**src/rtl/signed_int_to_decimal_ascii_defines.svh**
```systemverilog
// assertion helpers for the integer to decimal text block
`ifndef SIGNED_INT_TO_DECIMAL_ASCII_DEFINES_SVH
`define SIGNED_INT_TO_DECIMAL_ASCII_DEFINES_SVH

// condition must hold in the same cycle as the trigger
`define SITDA_CHECK(label, ante, cons, msg) \
    label: assert property (@(posedge i_clk) disable iff (!i_rst_n) (ante) |-> (cons)) \
        else $error(msg);

// condition must hold in the cycle after the trigger
`define SITDA_CHECK_NEXT(label, ante, cons, msg) \
    label: assert property (@(posedge i_clk) disable iff (!i_rst_n) (ante) |=> (cons)) \
        else $error(msg);

`endif

```
**src/rtl/sitda_pkg.sv**
```systemverilog
package sitda_pkg;

    // field widths
    localparam int VALUE_W  = 32;
    localparam int CHAR_W   = 8;

    // decimal digit store
    localparam int DIGITS   = 10;
    localparam int NIBBLE_W = 4;
    localparam int BCD_W    = DIGITS * NIBBLE_W;
    localparam int NDIG_W   = $clog2(DIGITS + 1);
    localparam int ITER_W   = $clog2(VALUE_W);

    // character codes
    localparam logic [CHAR_W-1:0] ASCII_ZERO  = 8'd48;
    localparam logic [CHAR_W-1:0] ASCII_MINUS = 8'd45;

    // digit adjust threshold and offset for shift-add-3
    localparam logic [NIBBLE_W-1:0] ADJ_LIMIT = 4'd5;
    localparam logic [NIBBLE_W-1:0] ADJ_ADD   = 4'd3;

    typedef logic [BCD_W-1:0] t_bcd;

endpackage

```
**src/rtl/sitda_dabble.sv**
```systemverilog
module sitda_dabble (
    input  sitda_pkg::t_bcd i_bcd,
    input  logic            i_bit,
    output sitda_pkg::t_bcd o_bcd
);
    import sitda_pkg::*;

    t_bcd w_adj;

    // add three to every digit of five or more, digits are independent
    always_comb begin
        for (int d = 0; d < DIGITS; d++) begin
            if (i_bcd[d*NIBBLE_W +: NIBBLE_W] >= ADJ_LIMIT) begin
                w_adj[d*NIBBLE_W +: NIBBLE_W] = i_bcd[d*NIBBLE_W +: NIBBLE_W] + ADJ_ADD;
            end else begin
                w_adj[d*NIBBLE_W +: NIBBLE_W] = i_bcd[d*NIBBLE_W +: NIBBLE_W];
            end
        end
    end

    // shift in the next binary bit
    assign o_bcd = {w_adj[BCD_W-2:0], i_bit};

endmodule

```
**src/rtl/signed_int_to_decimal_ascii.sv**
```systemverilog
// Signed 32-bit integer to decimal ASCII text.
// Input channel: i_valid / o_stall with i_value, a two's-complement integer.
// A beat is taken when i_valid is high and o_stall is low; o_stall is high
// from the accepting edge until the last character has been loaded into the
// output register.
// Output channel: o_valid / i_stall with o_character and o_last. One beat per
// character, most significant first, a leading '-' for negative values and
// o_last set on the final digit. Zero gives a single '0'.
// Timing: after acceptance a shift-add-3 unit converts the magnitude, one
// input bit per cycle. Leading zero digits are then dropped one per cycle,
// then one character leaves per cycle while the receiver does not stall.
// The output register holds its beat while i_stall is high; the sequencer
// waits, so no character is dropped. The last character may still wait in
// the output register while the next number is already being converted.
// Reset (synchronous, active low) returns to idle and empties the output.
module signed_int_to_decimal_ascii (
    input  logic                                  i_clk,
    input  logic                                  i_rst_n,
    input  logic                                  i_valid,
    output logic                                  o_stall,
    input  logic signed [sitda_pkg::VALUE_W-1:0]  i_value,
    output logic                                  o_valid,
    input  logic                                  i_stall,
    output logic        [sitda_pkg::CHAR_W-1:0]   o_character,
    output logic                                  o_last
);
    import sitda_pkg::*;

    `include "signed_int_to_decimal_ascii_defines.svh"

    localparam logic [2:0] S_IDLE = 3'd0;
    localparam logic [2:0] S_CONV = 3'd1;
    localparam logic [2:0] S_TRIM = 3'd2;
    localparam logic [2:0] S_EMIT = 3'd3;

    logic [2:0]          r_state, n_state;
    logic [VALUE_W-1:0]  r_bin,   n_bin;
    t_bcd                r_bcd,   n_bcd;
    logic [ITER_W-1:0]   r_cnt,   n_cnt;
    logic [NDIG_W-1:0]   r_ndig,  n_ndig;
    logic                r_neg,   n_neg;
    logic                r_out_valid, n_out_valid;
    logic [CHAR_W-1:0]   r_char,  n_char;
    logic                r_last,  n_last;

    logic [VALUE_W-1:0]  w_raw;
    logic [VALUE_W-1:0]  w_mag;
    t_bcd                w_step;
    logic [NIBBLE_W-1:0] w_top;
    logic                w_in_beat;
    logic                w_out_free;

    // shared shift-add-3 step
    sitda_dabble u_dabble (
        .i_bcd (r_bcd),
        .i_bit (r_bin[VALUE_W-1]),
        .o_bcd (w_step)
    );

    // magnitude, the most negative value maps to its unsigned magnitude
    assign w_raw = i_value;
    assign w_mag = w_raw[VALUE_W-1] ? (~w_raw + 1'b1) : w_raw;

    assign w_top      = r_bcd[BCD_W-1 -: NIBBLE_W];
    assign o_stall    = (r_state != S_IDLE);
    assign w_in_beat  = i_valid && !o_stall;
    assign w_out_free = !r_out_valid || !i_stall;

    // sequencer
    always_comb begin
        n_state     = r_state;
        n_bin       = r_bin;
        n_bcd       = r_bcd;
        n_cnt       = r_cnt;
        n_ndig      = r_ndig;
        n_neg       = r_neg;
        n_out_valid = r_out_valid && i_stall;
        n_char      = r_char;
        n_last      = r_last;
        case (r_state)
            S_IDLE: begin
                if (w_in_beat) begin
                    n_bin   = w_mag;
                    n_neg   = w_raw[VALUE_W-1];
                    n_bcd   = '0;
                    n_cnt   = ITER_W'(VALUE_W - 1);
                    n_state = S_CONV;
                end
            end
            S_CONV: begin
                n_bcd = w_step;
                n_bin = {r_bin[VALUE_W-2:0], 1'b0};
                n_cnt = r_cnt - 1'b1;
                if (r_cnt == '0) begin
                    n_ndig  = NDIG_W'(DIGITS);
                    n_state = S_TRIM;
                end
            end
            S_TRIM: begin
                // drop one leading zero digit per cycle, keep at least one
                if (w_top == '0 && r_ndig != NDIG_W'(1)) begin
                    n_bcd  = {r_bcd[BCD_W-NIBBLE_W-1:0], {NIBBLE_W{1'b0}}};
                    n_ndig = r_ndig - 1'b1;
                end else begin
                    n_state = S_EMIT;
                end
            end
            S_EMIT: begin
                if (w_out_free) begin
                    n_out_valid = 1'b1;
                    if (r_neg) begin
                        n_char = ASCII_MINUS;
                        n_last = 1'b0;
                        n_neg  = 1'b0;
                    end else begin
                        n_char = ASCII_ZERO + CHAR_W'(w_top);
                        n_last = (r_ndig == NDIG_W'(1));
                        n_bcd  = {r_bcd[BCD_W-NIBBLE_W-1:0], {NIBBLE_W{1'b0}}};
                        n_ndig = r_ndig - 1'b1;
                        if (r_ndig == NDIG_W'(1)) begin
                            n_state = S_IDLE;
                        end
                    end
                end
            end
            default: begin
                n_state = S_IDLE;
            end
        endcase
    end

    // control registers
    always_ff @(posedge i_clk) begin
        if (!i_rst_n) begin
            r_state     <= S_IDLE;
            r_out_valid <= 1'b0;
        end else begin
            r_state     <= n_state;
            r_out_valid <= n_out_valid;
        end
    end

    // datapath registers
    always_ff @(posedge i_clk) begin
        r_bin  <= n_bin;
        r_bcd  <= n_bcd;
        r_cnt  <= n_cnt;
        r_ndig <= n_ndig;
        r_neg  <= n_neg;
        r_char <= n_char;
        r_last <= n_last;
    end

    assign o_valid     = r_out_valid;
    assign o_character = r_char;
    assign o_last      = r_last;

    // checks on the sequencer
    `SITDA_CHECK_NEXT(a_start_conv, w_in_beat,
        r_state == S_CONV && r_cnt == ITER_W'(VALUE_W - 1),
        "accepted beat did not start the conversion")
    `SITDA_CHECK(a_digit_range, r_state == S_TRIM || r_state == S_EMIT,
        w_top <= 4'd9 && r_ndig != '0, "bad leading digit or digit count")
    `SITDA_CHECK(a_sign_not_last, o_valid && o_character == ASCII_MINUS,
        !o_last, "minus sign flagged as last character")

endmodule

```
**config.mk**
```make
export PLATFORM = sky130hd
export DESIGN_NAME = signed_int_to_decimal_ascii
export DESIGN_NICKNAME = d
export VERILOG_FILES = /design/src/rtl/sitda_pkg.sv /design/src/rtl/sitda_dabble.sv /design/src/rtl/signed_int_to_decimal_ascii.sv
export VERILOG_INCLUDE_DIRS = /design/src /design/src/rtl
export SDC_FILE = /design/constraint.sdc
export NUM_CORES = 1
export LEC_CHECK = 0
export BUFFER_PORTS_ARGS = -buffer_cell sky130_fd_sc_hd__buf_2
export CORE_MARGIN = 2
export CORE_UTILIZATION = 42
export CTS_CLUSTER_SIZE = 16
export DETAILED_ROUTE_END_ITERATION = 8
export GPL_ROUTABILITY_DRIVEN = 0
export SYNTH_ARGS = -nofsm -noshare
export SYNTH_HDL_FRONTEND = slang
export SYNTH_SLANG_ARGS = --single-unit
```
**constraint.sdc**
```tcl
create_clock -name i_clk -period 10.5 [get_ports i_clk]
set_input_delay 0 -clock i_clk [delete_from_list [all_inputs] [get_ports i_clk]]
set_output_delay 0 -clock i_clk [all_outputs]
set_load 0.03 [all_outputs]
```
; ---- Word-level counts from Yosys, hierarchy flattened
; Cells that the tools add are included.
[totals]
output_inout_bits = 11
inputBits = 36
reg_bits = 95
[op_classes]
n_reduce_logical = 21
n_lt_le_gt_ge = 10
n_mux = 37
bitwise = 1
n_eq_ne = 12
n_addsub = 14
[op_table]
columns = op, count
row1 = $mux 40, 4
row2 = $pmux 40 s4, 1
row3 = $mux 32, 2
row4 = $pmux 32 s2, 1
row5 = $mux 4, 13
row6 = $ge 4x3->1 const B, 10
row7 = $add 4x2->4 const B, 9
row8 = $add 32x1->32 const B, 1
row9 = $not 32->32, 1
row10 = $mux 3, 7
row11 = $ne 2x2->1 const B, 7
row12 = $pmux 3 s4, 1
row13 = $pmux 4 s3, 1
row14 = $pmux 5 s2, 1
row15 = $reduce_and 5->1, 2
row16 = $add 6x4->7 const A, 1
row17 = $eq 3x2->1 const B, 2
row18 = $reduce_and 6->1, 1
row19 = $reduce_bool 3->1, 2
row20 = $logic_not 5->1, 1
row21 = $mux 5, 1
row22 = $sub 5x1->5 const B, 1
row23 = $eq 4x1->1 const B, 1
row24 = $logic_not 4->1, 1
row25 = other kinds (14), 23

; ---- Depth between registers and ports, before layout
[logic_depth]
word_depth = 5
ltp_mapped = 8
depth_no_buf = 6

; ---- Hierarchy
; Synthesis repeated with hierarchy kept, for this count alone.
[unflattened]
cells_unflattened = 530
hier_area_um2 = 5624.1
[modules_own_cells]
columns = module, seq_area_each_um2, area_each_um2, cells_each, instances
row1 = signed_int_to_decimal_ascii, 2702.6, 4623.2, 373, 1
row2 = sitda_dabble, 0.0, 1001.0, 157, 1

; ---- Worst setup path after synthesis
; Ideal clock, no wire load.
[synth_timing]
kind = reg2reg
start = register r_state[1]
end = register r_bcd[0], enable pin
slack_ns = 5.819
synth_period_minus_slack_ns = 4.681
stages_incl_launch_ff = 8
t_arrival_ns = 4.194
n_path_buf = 3
cell_sequence = dfxtp_1 -> inv_1 -> ha_1 -> clkbuf_1 -> clkbuf_1 -> buf_1 -> nor4_1 -> nor3_1
[synth_via]
elab_chain_cells = 5
elab_cells_between_ends = 13
[synth_lines]
columns = item, line
row1 = start: declaration, signed_int_to_decimal_ascii.sv:36  ; logic [2:0] r_state, n_state;
row2 = start signal: assignment, signed_int_to_decimal_ascii.sv:138  ; r_state <= n_state;
row3 = $reduce_bool 3->1, signed_int_to_decimal_ascii.sv:65  ; assign o_stall = (r_state != S_IDLE);
row4 = $logic_not 1->1, signed_int_to_decimal_ascii.sv:66  ; assign w_in_beat = i_valid && !o_stall;
row5 = $logic_and 1x1->1, signed_int_to_decimal_ascii.sv:66
row6 = $ne 2x2->1 (no line), --
row7 = $reduce_and 5->1 (no line) *, --
row8 = end signal: assignment, signed_int_to_decimal_ascii.sv:146  ; r_bcd <= n_bcd;
row9 = end: declaration, signed_int_to_decimal_ascii.sv:38  ; t_bcd r_bcd, n_bcd;
; Every way passes the cells marked *; elsewhere a longest branch is shown, timed or not.
; A chain may end at the register's enable or synchronous reset.

; ---- Final worst setup path
[layout_timing]
start = input i_value[0] (netlist bit)
end = register r_bin[28], data pin
[layout_via]
elab_chain_cells = 5
[layout_lines]
columns = item, line
row1 = start: declaration, signed_int_to_decimal_ascii.sv:21  ; input logic signed [sitda_pkg::VALUE_W-1:0] i_value,
row2 = $not 32->32, signed_int_to_decimal_ascii.sv:62  ; assign w_mag = w_raw[VALUE_W-1] ? (~w_raw + 1'b1) : w_raw;
row3 = $add 32x1->32, signed_int_to_decimal_ascii.sv:62
row4 = $mux 32, signed_int_to_decimal_ascii.sv:62
row5 = $mux 32, signed_int_to_decimal_ascii.sv:82  ; if (w_in_beat) begin
row6 = $pmux 32 s2, signed_int_to_decimal_ascii.sv:80  ; case (r_state)
row7 = named net n_bin[28], signed_int_to_decimal_ascii.sv:37  ; logic [VALUE_W-1:0] r_bin, n_bin;
row8 = end signal: assignment, signed_int_to_decimal_ascii.sv:145  ; r_bin <= n_bin;
row9 = end: declaration, signed_int_to_decimal_ascii.sv:37
; The timed path passes the listed nets, and every way through them passes these cells. The select of a mux whose other input is x is not followed.

==> impl_metrics.env <==
export IMPL_syn_cell_area_sq_um=5810
export IMPL_avgRoutedWirePerCell_um=15.3
export IMPL_hp_class="input port to flop"
export IMPL_syn2layout_area_growth_pct=11.2
export IMPL_grt_max_degree=91
export IMPL_cts_sinks=91
export IMPL_vias=4474
export IMPL_cts_path_max_buffers=2
export IMPL_drtPass1Iterations=5
export IMPL_yosysSeqAreaShare=0.465
export IMPL_placed_area_sq_um=6140
export IMPL_drt_iter0_drc=308
export IMPL_fillers=1246
export IMPL_crit_path_end_kind="flop"
export IMPL_max_freq_mhz=373
export IMPL_layout_cells_non_filler=795
export IMPL_cp_top_family="simple AND/OR/NAND/NOR gates"
export IMPL_synthArstFlopShare=0
export IMPL_avgSynthCellArea_sq_um=9.93
export IMPL_via_per_inst=5.63
export IMPL_start_kind="input port"
export IMPL_postLayoutCellArea_sq_um=6460
export IMPL_dieArea_sq_um=14800
export IMPL_path_clk_slew_ps=60
export IMPL_multi_input_area_sq_um=2820
export IMPL_drv_slew=0
export IMPL_maxSlewHeadroom=0.385
export IMPL_max_cap_viol_count=0
export IMPL_crit_buf_inv=3
export IMPL_rr_worst_depth=4
export IMPL_cts_setup_buffers=0
export IMPL_crit_fanout=8
export IMPL_seq_area_sq_um=2700
export IMPL_synth_distinct_cells=57
export IMPL_fp_dieH_um=122
export IMPL_path_class="input port to flop"
export IMPL_tns_ps=0
export IMPL_cp_required_ps=10630
export IMPL_worst_pin_slew_ps=920
export IMPL_grt_pass1_wl_um=20400
export IMPL_die_w_um=122
export IMPL_r2r_end="r_bin[25]$_DFFE_PP_"
export IMPL_synth_enable_flop_cells=88
export IMPL_synthFlopType="edfxtp_1"
export IMPL_min_delay_start="i_value[28]"
export IMPL_placedCellCount=776
export IMPL_setup_viol=0
export IMPL_io_pin_count=47
export IMPL_clock_skew_ps=8.90
export IMPL_antennaDiodeCount=0
export IMPL_ant_nets=0
export IMPL_root_buffer="clkbuf_16"
export IMPL_hpwlAfterDp_um=8010
export IMPL_gr_total_overflow=0
export IMPL_finalPower_uw=1760
export IMPL_rr_startpoint="r_state[1]$_SDFFE_PN0P_"
export IMPL_numCtsBuffers=9
export IMPL_drcViolationCount=0
export IMPL_core_sq_um=13400
export IMPL_cts_tree="built"
export IMPL_crit_path_top_delay_cell="nor4_1"
export IMPL_crit_chain="dlygate4sd3_1 -> buf_2 -> inv_1 -> ha_1 -> or3b_2 -> nor4_1 -> nand2_1 -> o311ai_0"
export IMPL_status="finished, final reports clean"
export IMPL_crit_start="i_value[0]"
export IMPL_rsz0062_at_grt="no"
export IMPL_port_buffers=43
export IMPL_irDropWorstVdd_mv=0.162
export IMPL_grt_pass1_vias=4319
export IMPL_cts_resized=0
export IMPL_worstHoldPathCells=3
export IMPL_netlist_instances=585
export IMPL_p_per_area_nw_per_um2=272
export IMPL_htreeDepth=3
export IMPL_num_rows=42
export IMPL_yosys_warnings=0
export IMPL_whs_endpoint="r_bin[29]$_DFFE_PP_"
export IMPL_initial_utilization=0.434
export IMPL_antenna_found_initial=0
export IMPL_arrival_ps=2810
export IMPL_period_share=0.256
export IMPL_wl_um=12200
export IMPL_cp_slowest_stage_delay_ps=780
export IMPL_power_leakage_uw=0.00237
export IMPL_reg2reg_slack_ps=7870
export IMPL_clk_latency_ps=350
export IMPL_drive_above_1_share=0.126
export IMPL_layout_min_cycle_time_ps=2680
export IMPL_hold_viol_final=0
export IMPL_nets=683
export IMPL_ys_seq_elements=91
export IMPL_grt_use_total=0.172
cell families after synthesis:
| logic type | count (synthesis) | synth area share |
|---|---|---|
| compound gates | 148 | 0.162 |
| xor+xnor | 29 | 0.0437 |
| fa+ha+maj | 32 | 0.0689 |
| buf+inv | 74 | 0.0512 |
| flops | 91 | 0.465 |
| mux | 14 | 0.0265 |
| other cells | 2 | 0.00129 |
| simple gates | 195 | 0.182 |
stage by stage:
step | hold WS (ps) | setup WS [ps] | util
2_1_floorplan | 128 | 5820 | -
3_3_place_gp | 291 | 7940 | 0.458
3_5_place_dp | 305 | 7840 | 0.458
4_1_cts | 7.50 | 7810 | 0.482
5_1_grt | 62.0 | 7570 | 0.482
6_report | 33.4 | 7820 | 0.482
Yosys cell counts, types with 7 or more instances:
cell type | n | area share
inv_1 | 40 | 0.026
mux2_2 | 11 | 0.021
nand2_1 | 43 | 0.028
xor2_1 | 13 | 0.020
nor3_1 | 15 | 0.013
nor2_1 | 36 | 0.023
nor3b_1 | 14 | 0.018
o211ai_1 | 7 | 0.0090
ha_1 | 32 | 0.069
xnor2_1 | 16 | 0.024
clkbuf_1 | 22 | 0.014
nand2b_1 | 20 | 0.022
o22ai_1 | 16 | 0.017
edfxtp_1 | 88 | 0.45
a21oi_1 | 34 | 0.029
or4_1 | 14 | 0.018
nor4_1 | 7 | 0.0075
nand3_1 | 13 | 0.011
o41ai_1 | 12 | 0.018
o31ai_1 | 7 | 0.0090
o21ai_0 | 43 | 0.037
registers in the layout, summed over array words and instances (netlist names):
signal and cells:
o_valid 1, r_bcd 40, o_last 1, o_character 5, r_state 2, r_neg 1, r_ndig 4, r_cnt 5
r_bin 32
per-layer routing:
layer	part of all wire	wire, um	GRT usage	vias to the layer above
met5	0	0	0	-
met4	0.016	189	0.0704	0
met3	0.039	477	0.0290	14
met2	0.47	5710	0.281	96
met1	0.48	5810	0.228	2123
li1	-	-	-	2241
layout by cell type, fill, tap and decap left out, types with 5 or more instances in the layout:
| master | instances |
|---|---|
| edfxtp_1 | 88 |
| nand2_1 | 43 |
| o21ai_0 | 43 |
| buf_2 | 43 |
| inv_1 | 40 |
| nor2_1 | 36 |
| a21oi_1 | 34 |
| ha_1 | 31 |
| nand2b_1 | 20 |
| xnor2_1 | 16 |
| o22ai_1 | 16 |
| nor3b_1 | 14 |
| nor3_1 | 14 |
| or4_1 | 14 |
| xor2_1 | 13 |
| nand3_1 | 13 |
| o41ai_1 | 12 |
| mux2_2 | 11 |
| clkbuf_16 | 9 |
| o31ai_1 | 7 |
| nor4_1 | 7 |
| o211ai_1 | 7 |
| o311ai_0 | 6 |
| or3_1 | 5 |
| nor2b_1 | 5 |
power breakdown:
group	internal (uW)	switching, uW	leakage (uW)
Sequential	633	109	0.000880
Combinational	274	421	0.00136
Clock	184	138	0.000130
tightest hold or removal path: stages:
cell and delay, ps:
buf_2 120, o41ai_1 90, nand3_1 60
how the worst max path moves through the flow:
stage	end	slack (ps)	depth (start not counted)
after floorplan	r_bcd[0]$_DFFE_PP_	5820	7
after global placement	r_bin[25]$_DFFE_PP_	7940	4
after detailed placement	r_bin[25]$_DFFE_PP_	7840	4
after CTS	r_bin[28]$_DFFE_PP_	7810	8
after global routing	r_bin[28]$_DFFE_PP_	7570	8
final	r_bin[28]$_DFFE_PP_	7820	8
final cells by class:
type / count / share of cell area
Tap cell: 176 / 0.0341
Timing Repair Buffer: 51 / 0.0442
Clock inverter: 2 / 0.00581
Multi-Input combinational cell: 421 / 0.437
Inverter: 41 / 0.0238
Clock buffer: 13 / 0.0372
Sequential cell: 91 / 0.418
what timing repair did:
action                                  4_1_cts  5_1_grt
hold buffers                                  4        0
endpoints found under the hold margin         4        0
endpoints found under the setup margin        0        0
(Power assumes the default switching activity.)
